## src/hw/rtl/rhh_pkg.sv

```systemverilog
`default_nettype none
// ----------------------------------------------------------------------------
// rhh_pkg
// Types, constants and hash mix helpers for the robin-hood hash table.
// ----------------------------------------------------------------------------
package rhh_pkg;

    localparam int unsigned CAPACITY = 1024;
    localparam int unsigned IDX_W    = $clog2(CAPACITY);
    localparam int unsigned CNT_W    = IDX_W + 1;
    localparam int unsigned DIST_W   = IDX_W;

    localparam logic [63:0] MIX_C1 = 64'hff51afd7ed558ccd;
    localparam logic [63:0] MIX_C2 = 64'hc4ceb9fe1a85ec53;
    localparam int unsigned MIX_SHIFT = 33;

    // most entries the table may hold: a new key needs (cnt+1)*10 <= CAPACITY*9
    localparam int unsigned LOAD_MAX = (CAPACITY * 9) / 10;

    typedef enum logic [1:0] {
        ACT_PUT    = 2'd0,
        ACT_GET    = 2'd1,
        ACT_REMOVE = 2'd2,
        ACT_NONE   = 2'd3
    } t_action;

    typedef enum logic [2:0] {
        ST_INSERTED  = 3'd0,
        ST_UPDATED   = 3'd1,
        ST_FOUND     = 3'd2,
        ST_NOT_FOUND = 3'd3,
        ST_REMOVED   = 3'd4,
        ST_FULL      = 3'd5
    } t_status;

    typedef struct packed {
        logic [1:0]         action;
        logic signed [63:0] key;
        logic signed [63:0] value;
    } t_req;

    typedef struct packed {
        logic [2:0]         status;
        logic signed [63:0] value_out;
        logic [10:0]        entry_count;
    } t_rsp;

    // datapath commands
    typedef enum logic [3:0] {
        DC_NOP,
        DC_LOAD,     // capture request
        DC_MIX1,     // x ^= x>>33
        DC_MUL_LO,   // acc = x.lo * c.lo
        DC_MUL_HI1,  // acc.hi += x.hi * c.lo
        DC_MUL_HI2,  // x = acc + (x.lo * c.hi) << 32
        DC_MIX5,
        DC_FADV,     // advance probe
        DC_UPDVAL,   // write value at probe index
        DC_INS,      // write carried entry, swap to carry old
        DC_SHIFT,    // copy next slot back into current
        DC_CLEAR,    // empty the current slot
        DC_RESTART,  // return probe to home slot
        DC_CNT_INC,
        DC_CNT_DEC,
        DC_SWEEP     // empty the current slot and step on
    } t_dcmd;

    typedef struct packed {
        t_dcmd cmd;
        logic  read_next;  // read at index+1 instead of index
        logic  mul_c2;     // multiply by the second mix constant
    } t_ctl;

    typedef struct packed {
        logic empty;      // slot read is empty
        logic match;      // hash and key equal
        logic shorter;    // slot distance < probe distance
        logic nxt_stop;   // next slot ends a shift chain
        logic full;       // load limit reached
        logic wrapped;    // probe passed all slots
        logic last;       // probe index at the last slot
    } t_sts;

endpackage : rhh_pkg
`default_nettype wire

```

## src/hw/rtl/rhh_ctrl.sv

```systemverilog
`default_nettype none
// ----------------------------------------------------------------------------
// rhh_ctrl
// Sequencer for find, update, insert with swap and backward-shift removal.
// ----------------------------------------------------------------------------
module rhh_ctrl
    import rhh_pkg::*;
(
    input  wire logic i_clk,
    input  wire logic i_rst_n,
    input  wire logic start,
    input  wire logic [1:0] i_action,
    input  wire t_sts i_sts,
    input  wire logic [63:0] i_found_val,
    input  wire logic [CNT_W-1:0] i_count,
    output t_ctl      o_ctl,
    output logic      busy,
    output logic      done,
    output t_rsp      o_rsp
);

    typedef enum logic [4:0] {
        S_INIT, S_IDLE, S_M1, S_M2A, S_M2B, S_M2C, S_M3, S_M4A, S_M4B, S_M4C, S_M5,
        S_FRD, S_FCHK, S_INS_RD, S_INS_CHK, S_RM_RD, S_RM_CHK, S_RM_FIN, S_DONE
    } t_state;

    t_state     r_state, n_state;
    logic [1:0] r_act;
    t_status    r_st, n_st;
    logic [63:0] r_vout, n_vout;
    logic       r_cntop, n_cntop;
    logic       r_done;

    // next state and datapath command
    always_comb begin
        n_state = r_state;
        n_st    = r_st;
        n_vout  = r_vout;
        n_cntop = 1'b0;
        o_ctl.cmd = DC_NOP;
        o_ctl.read_next = 1'b0;
        o_ctl.mul_c2 = 1'b0;
        case (r_state)
            S_INIT: begin
                // empty every slot once after reset
                o_ctl.cmd = DC_SWEEP;
                if (i_sts.last) n_state = S_IDLE;
            end
            S_IDLE: if (start) begin
                o_ctl.cmd = DC_LOAD;
                n_vout  = '0;
                n_state = S_M1;
            end
            S_M1:  begin o_ctl.cmd = DC_MIX1;    n_state = S_M2A; end
            S_M2A: begin o_ctl.cmd = DC_MUL_LO;  n_state = S_M2B; end
            S_M2B: begin o_ctl.cmd = DC_MUL_HI1; n_state = S_M2C; end
            S_M2C: begin o_ctl.cmd = DC_MUL_HI2; n_state = S_M3; end
            S_M3:  begin o_ctl.cmd = DC_MIX1;    n_state = S_M4A; end
            S_M4A: begin
                o_ctl.cmd = DC_MUL_LO;
                o_ctl.mul_c2 = 1'b1;
                n_state = S_M4B;
            end
            S_M4B: begin
                o_ctl.cmd = DC_MUL_HI1;
                o_ctl.mul_c2 = 1'b1;
                n_state = S_M4C;
            end
            S_M4C: begin
                o_ctl.cmd = DC_MUL_HI2;
                o_ctl.mul_c2 = 1'b1;
                n_state = S_M5;
            end
            S_M5: begin
                o_ctl.cmd = DC_MIX5;
                n_state = (r_act == ACT_NONE) ? S_DONE : S_FRD;
                n_st    = ST_NOT_FOUND;
            end
            S_FRD: n_state = S_FCHK;
            S_FCHK: begin
                if (i_sts.empty || i_sts.shorter || i_sts.wrapped) begin
                    if (r_act == ACT_PUT && !i_sts.full) begin
                        o_ctl.cmd = DC_RESTART;
                        n_state   = S_INS_RD;
                    end else begin
                        n_st    = (r_act == ACT_PUT) ? ST_FULL : ST_NOT_FOUND;
                        n_state = S_DONE;
                    end
                end else if (i_sts.match) begin
                    case (r_act)
                        ACT_PUT: begin
                            o_ctl.cmd = DC_UPDVAL;
                            n_st = ST_UPDATED;
                            n_state = S_DONE;
                        end
                        ACT_GET: begin
                            n_st = ST_FOUND;
                            n_vout = i_found_val;
                            n_state = S_DONE;
                        end
                        default: begin
                            n_st = ST_REMOVED;
                            o_ctl.read_next = 1'b1;
                            n_state = S_RM_CHK;
                        end
                    endcase
                end else begin
                    o_ctl.cmd = DC_FADV;
                    n_state = S_FRD;
                end
            end
            S_INS_RD: n_state = S_INS_CHK;
            S_INS_CHK: begin
                if (i_sts.empty) begin
                    o_ctl.cmd = DC_INS;
                    n_st = ST_INSERTED;
                    n_cntop = 1'b1;
                    n_state = S_DONE;
                end else if (i_sts.shorter) begin
                    o_ctl.cmd = DC_INS;
                    n_state = S_INS_RD;
                end else begin
                    o_ctl.cmd = DC_FADV;
                    n_state = S_INS_RD;
                end
            end
            S_RM_RD: begin
                o_ctl.read_next = 1'b1;
                n_state = S_RM_CHK;
            end
            S_RM_CHK: begin
                // keep the read on the next slot
                o_ctl.read_next = 1'b1;
                n_state = S_RM_FIN;
            end
            S_RM_FIN: begin
                // next slot data is registered now
                if (i_sts.nxt_stop) begin
                    o_ctl.cmd = DC_CLEAR;
                    n_cntop = 1'b1;
                    n_state = S_DONE;
                end else begin
                    o_ctl.cmd = DC_SHIFT;
                    n_state = S_RM_RD;
                end
            end
            S_DONE: begin
                if (r_cntop) begin
                    o_ctl.cmd = (r_st == ST_INSERTED) ? DC_CNT_INC : DC_CNT_DEC;
                end
                n_state = S_IDLE;
            end
            default: n_state = S_IDLE;
        endcase
    end

    // state and registered outputs
    always_ff @(posedge i_clk) begin
        if (!i_rst_n) begin
            r_state <= S_INIT;
            r_act   <= ACT_NONE;
            r_st    <= ST_NOT_FOUND;
            r_vout  <= '0;
            r_cntop <= 1'b0;
            r_done  <= 1'b0;
        end else begin
            r_state <= n_state;
            r_st    <= n_st;
            r_vout  <= n_vout;
            if (r_state != S_DONE) r_cntop <= r_cntop | n_cntop;
            else r_cntop <= 1'b0;
            if (r_state == S_IDLE && start) r_act <= i_action;
            r_done  <= (r_state == S_DONE);
        end
    end

    assign busy = (r_state != S_IDLE);
    assign done = r_done;
    assign o_rsp.status      = r_st;
    assign o_rsp.value_out   = (r_st == ST_FOUND) ? r_vout : 64'd0;
    assign o_rsp.entry_count = i_count;

    // a result strobe always follows the end of a request
    a_done_after: assert property (@(posedge i_clk) disable iff (!i_rst_n)
        r_state == S_DONE |=> r_done) else $error("missing result strobe");
    a_idle_no_done: assert property (@(posedge i_clk) disable iff (!i_rst_n)
        r_done |-> r_state == S_IDLE) else $error("strobe while working");
    a_vout_zero: assert property (@(posedge i_clk) disable iff (!i_rst_n)
        r_st != ST_FOUND |-> o_rsp.value_out == 64'd0) else $error("stray value");

endmodule : rhh_ctrl
`default_nettype wire

```

## config.mk

```make
export PLATFORM = sky130hd
export DESIGN_NAME = rhh_ctrl
export DESIGN_NICKNAME = d
export VERILOG_FILES = /design/src/hw/rtl/rhh_pkg.sv /design/src/hw/rtl/rhh_ctrl.sv
export SDC_FILE = /design/constraint.sdc
export NUM_CORES = 1
export LEC_CHECK = 0
export BUFFER_PORTS_ARGS = -buffer_cell sky130_fd_sc_hd__buf_4
export CORE_MARGIN = 3
export CORE_UTILIZATION = 47
export DETAILED_ROUTE_END_ITERATION = 12
export PLACE_DENSITY = 0.83
export SLEW_MARGIN = 20
export SYNTH_ARGS = -nofsm -noshare
export SYNTH_HDL_FRONTEND = slang
export SYNTH_SLANG_ARGS = --single-unit
```

## constraint.sdc

```tcl
create_clock -name i_clk -period 2 [get_ports i_clk]
set_input_delay 0.1 -clock i_clk [delete_from_list [all_inputs] [get_ports i_clk]]
set_output_delay 0.1 -clock i_clk [all_outputs]
set_load 0.01 [all_outputs]
```

== Yosys cells after proc, flatten, opt, wreduce, memory -nomap -nowiden ==
Cells that the tools add are included.

* Flip-flop bits (word level): 76
* Input bits: 87
* Word-level logic and storage cells: 101

* Equal/unequal tests: 31
* Mux-type cells: 42
* Bitwise logic cells: 1
* Reductions and logical operators: 21

{| class="wikitable"
|+ Operators by type and width
! kind !! count
|-
| 64-bit 2-to-1 mux || 5
|-
| 64-bit one-hot mux with 2 select lines || 1
|-
| 5-bit one-hot mux with 18 select lines || 1
|-
| 4-bit one-hot mux with 11 select lines || 1
|-
| 5-bit by 4-bit == test with 1-bit output, second input constant || 8
|-
| 5-bit 2-to-1 mux || 8
|-
| 4-bit 2-to-1 mux || 7
|-
| 5-bit by 3-bit == test with 1-bit output, second input constant || 4
|-
| 5-bit == test, second input constant || 3
|-
| 3-bit 2-to-1 mux || 5
|-
| 2-bit OR reduction || 6
|-
| 5-bit by 2-bit == test with 1-bit output, second input constant || 2
|-
| 2-bit inequality test, second input constant || 5
|-
| 3-bit one-hot mux with 3 select lines || 1
|-
| 1-bit 2-to-1 mux || 8
|-
| 3-bit inequality test, second input constant || 2
|-
| 3-bit one-hot mux with 2 select lines || 1
|-
| 5-bit by 1-bit == test with 1-bit output, second input constant || 1
|-
| 5-bit zero test || 1
|-
| 5-bit by 1-bit inequality test with 1-bit output, second input constant || 1
|-
| 5-bit inequality test, second input constant || 1
|-
| 5-bit AND reduction || 1
|-
| 2-bit 2-to-1 mux || 2
|-
| 1-bit one-hot mux with 2 select lines || 2
|-
| 15 further kinds || 18
|}

== Depth between registers and ports, before layout ==
* Depth after elaboration: 6
* Gate-level depth with buffers: 7

== Worst setup path before layout ==
Ideal clock, no wire load.

* Path kind: register to register
* Start: reg r_state[0]
* End: reg r_st[0]
* Setup time: 0.121 ns
* Arrival: 1.576 ns
* Data required time: 1.879 ns
* Setup slack: 0.303 ns
* Cell stages (with the launch flop): 5
* Buffers on the path: 1
* Cells stage by stage: dfxtp_1 -> clkbuf_1 -> or4_1 -> a21oi_2 -> mux2_2

* Cells in the longest elaborated chain, start to end: 3

{| class="wikitable"
|+ Ends and longest elaborated chain
! what !! RTL line !! source
|-
| from (decl) || rhh_ctrl.sv:27 || <nowiki>t_state r_state, n_state;</nowiki>
|-
| from (signal assigned) || rhh_ctrl.sv:167 || <nowiki>r_state <= n_state;</nowiki>
|-
| 5-bit by 4-bit == test with 1-bit output || rhh_ctrl.sv:43 || <nowiki>case (r_state)</nowiki>
|-
| 3-bit inequality test (no source line), or another cell as far along || -- ||
|-
| 4-bit AND reduction (no source line) || -- ||
|-
| to (signal assigned) || rhh_ctrl.sv:168 || <nowiki>r_st <= n_st;</nowiki>
|-
| to (decl) || rhh_ctrl.sv:29 || <nowiki>t_status r_st, n_st;</nowiki>
|}

Parallel ways exist; a longest one is shown, timed or not.
A chain may end at the register's enable or synchronous reset.

==> metrics <==
initial antenna violation count=1; input/output buffers=150; Leak=2.54 nW; Num CTS Buffers=9; H-tree levels=3; synth cell count leaders=dfxtp_1, a22o_1, and2_1, clkbuf_1, buf_6; Tot Pwr=3.12 mW; Max-cap violations=0; synth warn=0; ys async rst share=0%; vias in the first global route=4081; headroom to the max-slew limit=66.5%; Die W=95.0 µm; area grow syn2layout=54.4%; largest net degree at the start of global routing=65; top fanout value on the critical path=27; setup repair bufs after CTS=0; clock skew=0.00790 ns; maximum clock path buffer count=2; Multi-input gate area=1870 µm²; drt wl/cell=20.2 µm; placed insts=614; Reg clk slew, reported paths=0.08 ns; Netlist cell types=61; f_max=0.522 GHz; Row Count=31; CP Capture Type=primary output; Worst Path Arrival=1.82 ns; Final Non-Filler Cells=695; TritonCTS clock tree=done; max-slew violations=0; worst vdd rail ir drop=0.000371 V; Detailed Route WL=14000 µm; drt drc=0; fin worst setup slack=0.0841 ns; Final HPWL DP=8030 µm; Crit Path Category=reg2out; #FFs+latches synth=76; Syn Std Cell Area=3720 µm²; TNS Setup=0 ns; WHS Path Cells=2; fin crit share=95.8%; GR Util All Layers=30.2%; first-pass GRT wire length=20900 µm; post-synthesis instance total=389; 1st-iter DRT viols=217; Worst-Skew Late Latency=0.34 ns; final setup vio count=0; RD Place Congestion=0.922; Placeable Area=7450 µm²; num ports=173; r2r worst-path depth=6; Area contributors post-synth=dfxtp_1, a22o_1, and2_1; chip height=95.0 µm; cell accounting for the most synthesized area=dfxtp_1; Syn Nets=476; via count=4013; Power Dens Cells=544 nW/µm²; post-synth top area share=40.9%; fillers=463; TritonRoute pass-1 iters=5; worst slack, placed=0.239 ns; worst slew pin tran=0.503 ns; Hold Crit Class=in2reg; post-route ant nets=0; final hold slack=0.000880 ns; number of synthesized flops with an enable pin=0; GRT Residual Overflow=0; status=complete, no violations; critical path launch point type=flop; CTS Sinks=76; Final Hold Viols=0; Seq. cell area=1530 µm²; WP data required=1.90 ns; DR vias/cell=5.77; clock root buffer=clkbuf_8; crit path time final=1.92 ns; Mean Syn Cell Area=9.56 µm²; Initial Utilization=49.9%; RSZ-0062 raised after global routing=false; die footprint=9020 µm²; sequential area share after synthesis=40.9%; top_reg_cell synth=dfxtp_1; share of cells above drive strength 1=34.3%; # nets final=678; count leader, synth=dfxtp_1
sequential cells by signal, summed over array words and instances (netlist names):
register and cells:
done 1, r_vout 64, r_act 2, r_state 5
r_cntop 1, r_st 3
final timing paths:
kind / start / end / slack (ns)
max: r_state[1] / o_ctl[2] / 0.08
min: i_found_val[16] / r_vout[16] / 0.0009
max reg2reg: r_state[1] / r_vout[12] / 0.18
min reg2reg: r_vout[47] / r_vout[47] / 0.47
worst max-delay path, cell delays in order, from the launching register on:
cell	delay, ns
dfxtp_1	0.34
buf_12	0.17
or3_4	0.44
o311ai_1	0.10
a21oi_1	0.10
o221ai_1	0.17
buf_4	0.15
cell type report:
| class | count | share of cell area (%) |
|---|---|---|
| clock inverters | 4 | 0.850 |
| multi-input cells | 263 | 32.6 |
| inverters | 5 | 0.327 |
| clock buffers | 11 | 2.46 |
| well taps | 99 | 2.16 |
| repair buffers | 236 | 34.8 |
| diodes | 1 | 0.0436 |
| flip-flops and latches | 76 | 26.7 |
stage by stage:
| step | area, µm² | util (%) |
|---|---|---|
| after detailed placement | 4880 | 65.5 |
| after global routing | 5740 | 77.1 |
| after floorplan | 3720 | - |
| after global placement | 4880 | 65.5 |
| after CTS | 5720 | 76.9 |
| final | 5740 | 77.1 |
what timing repair did:
item                                    CTS  global route
hold buffers                             65             0
resized for setup                         3             7
hold endpoints to repair                 64             0
endpoints found under the setup margin    4             5
where the power goes:
| part | switching [mW] | internal (mW) |
|---|---|---|
| sequential | 0.0113 | 1.51 |
| combinational | 0.172 | 0.246 |
| clock | 0.572 | 0.605 |
| total | 0.755 | 2.37 |
cells in the final DEF, fill, tap and decap left out, types with 4 or more instances in the layout:
master         instances
dlygate4sd3_1         65
buf_12                 5
nor3_1                 8
nand2b_1               7
a22o_1                64
dfxtp_1               71
and2_1                64
a31oi_1                6
nand2_1               12
nand3_1               10
a21oi_1                6
o21ai_0                4
clkbuf_8              10
buf_4                165
nor2_1                13
nand3b_1               5
cell families after synthesis:
family,after synthesis,synth area share [%]
AO/OA/AOI/OAI,114,25.6
XOR/XNOR,1,0.235
adder cells (fa/ha/maj),1,0.269
buffers and inverters,50,9.08
flip-flops,76,40.9
multiplexers,4,1.11
AND/OR/NAND/NOR,143,22.8
per-layer routing:
| metal | share of wire [%] | routed length (µm) | track usage, % |
|---|---|---|---|
| met4 | 4.9 | 680 | 17.5 |
| met2 | 50 | 7020 | 52.3 |
| met5 | 0 | 0 | 0 |
| met3 | 8.8 | 1240 | 7.49 |
| met1 | 36 | 5080 | 33.4 |
No activity file was read; power rests on OpenSTA's default activity.
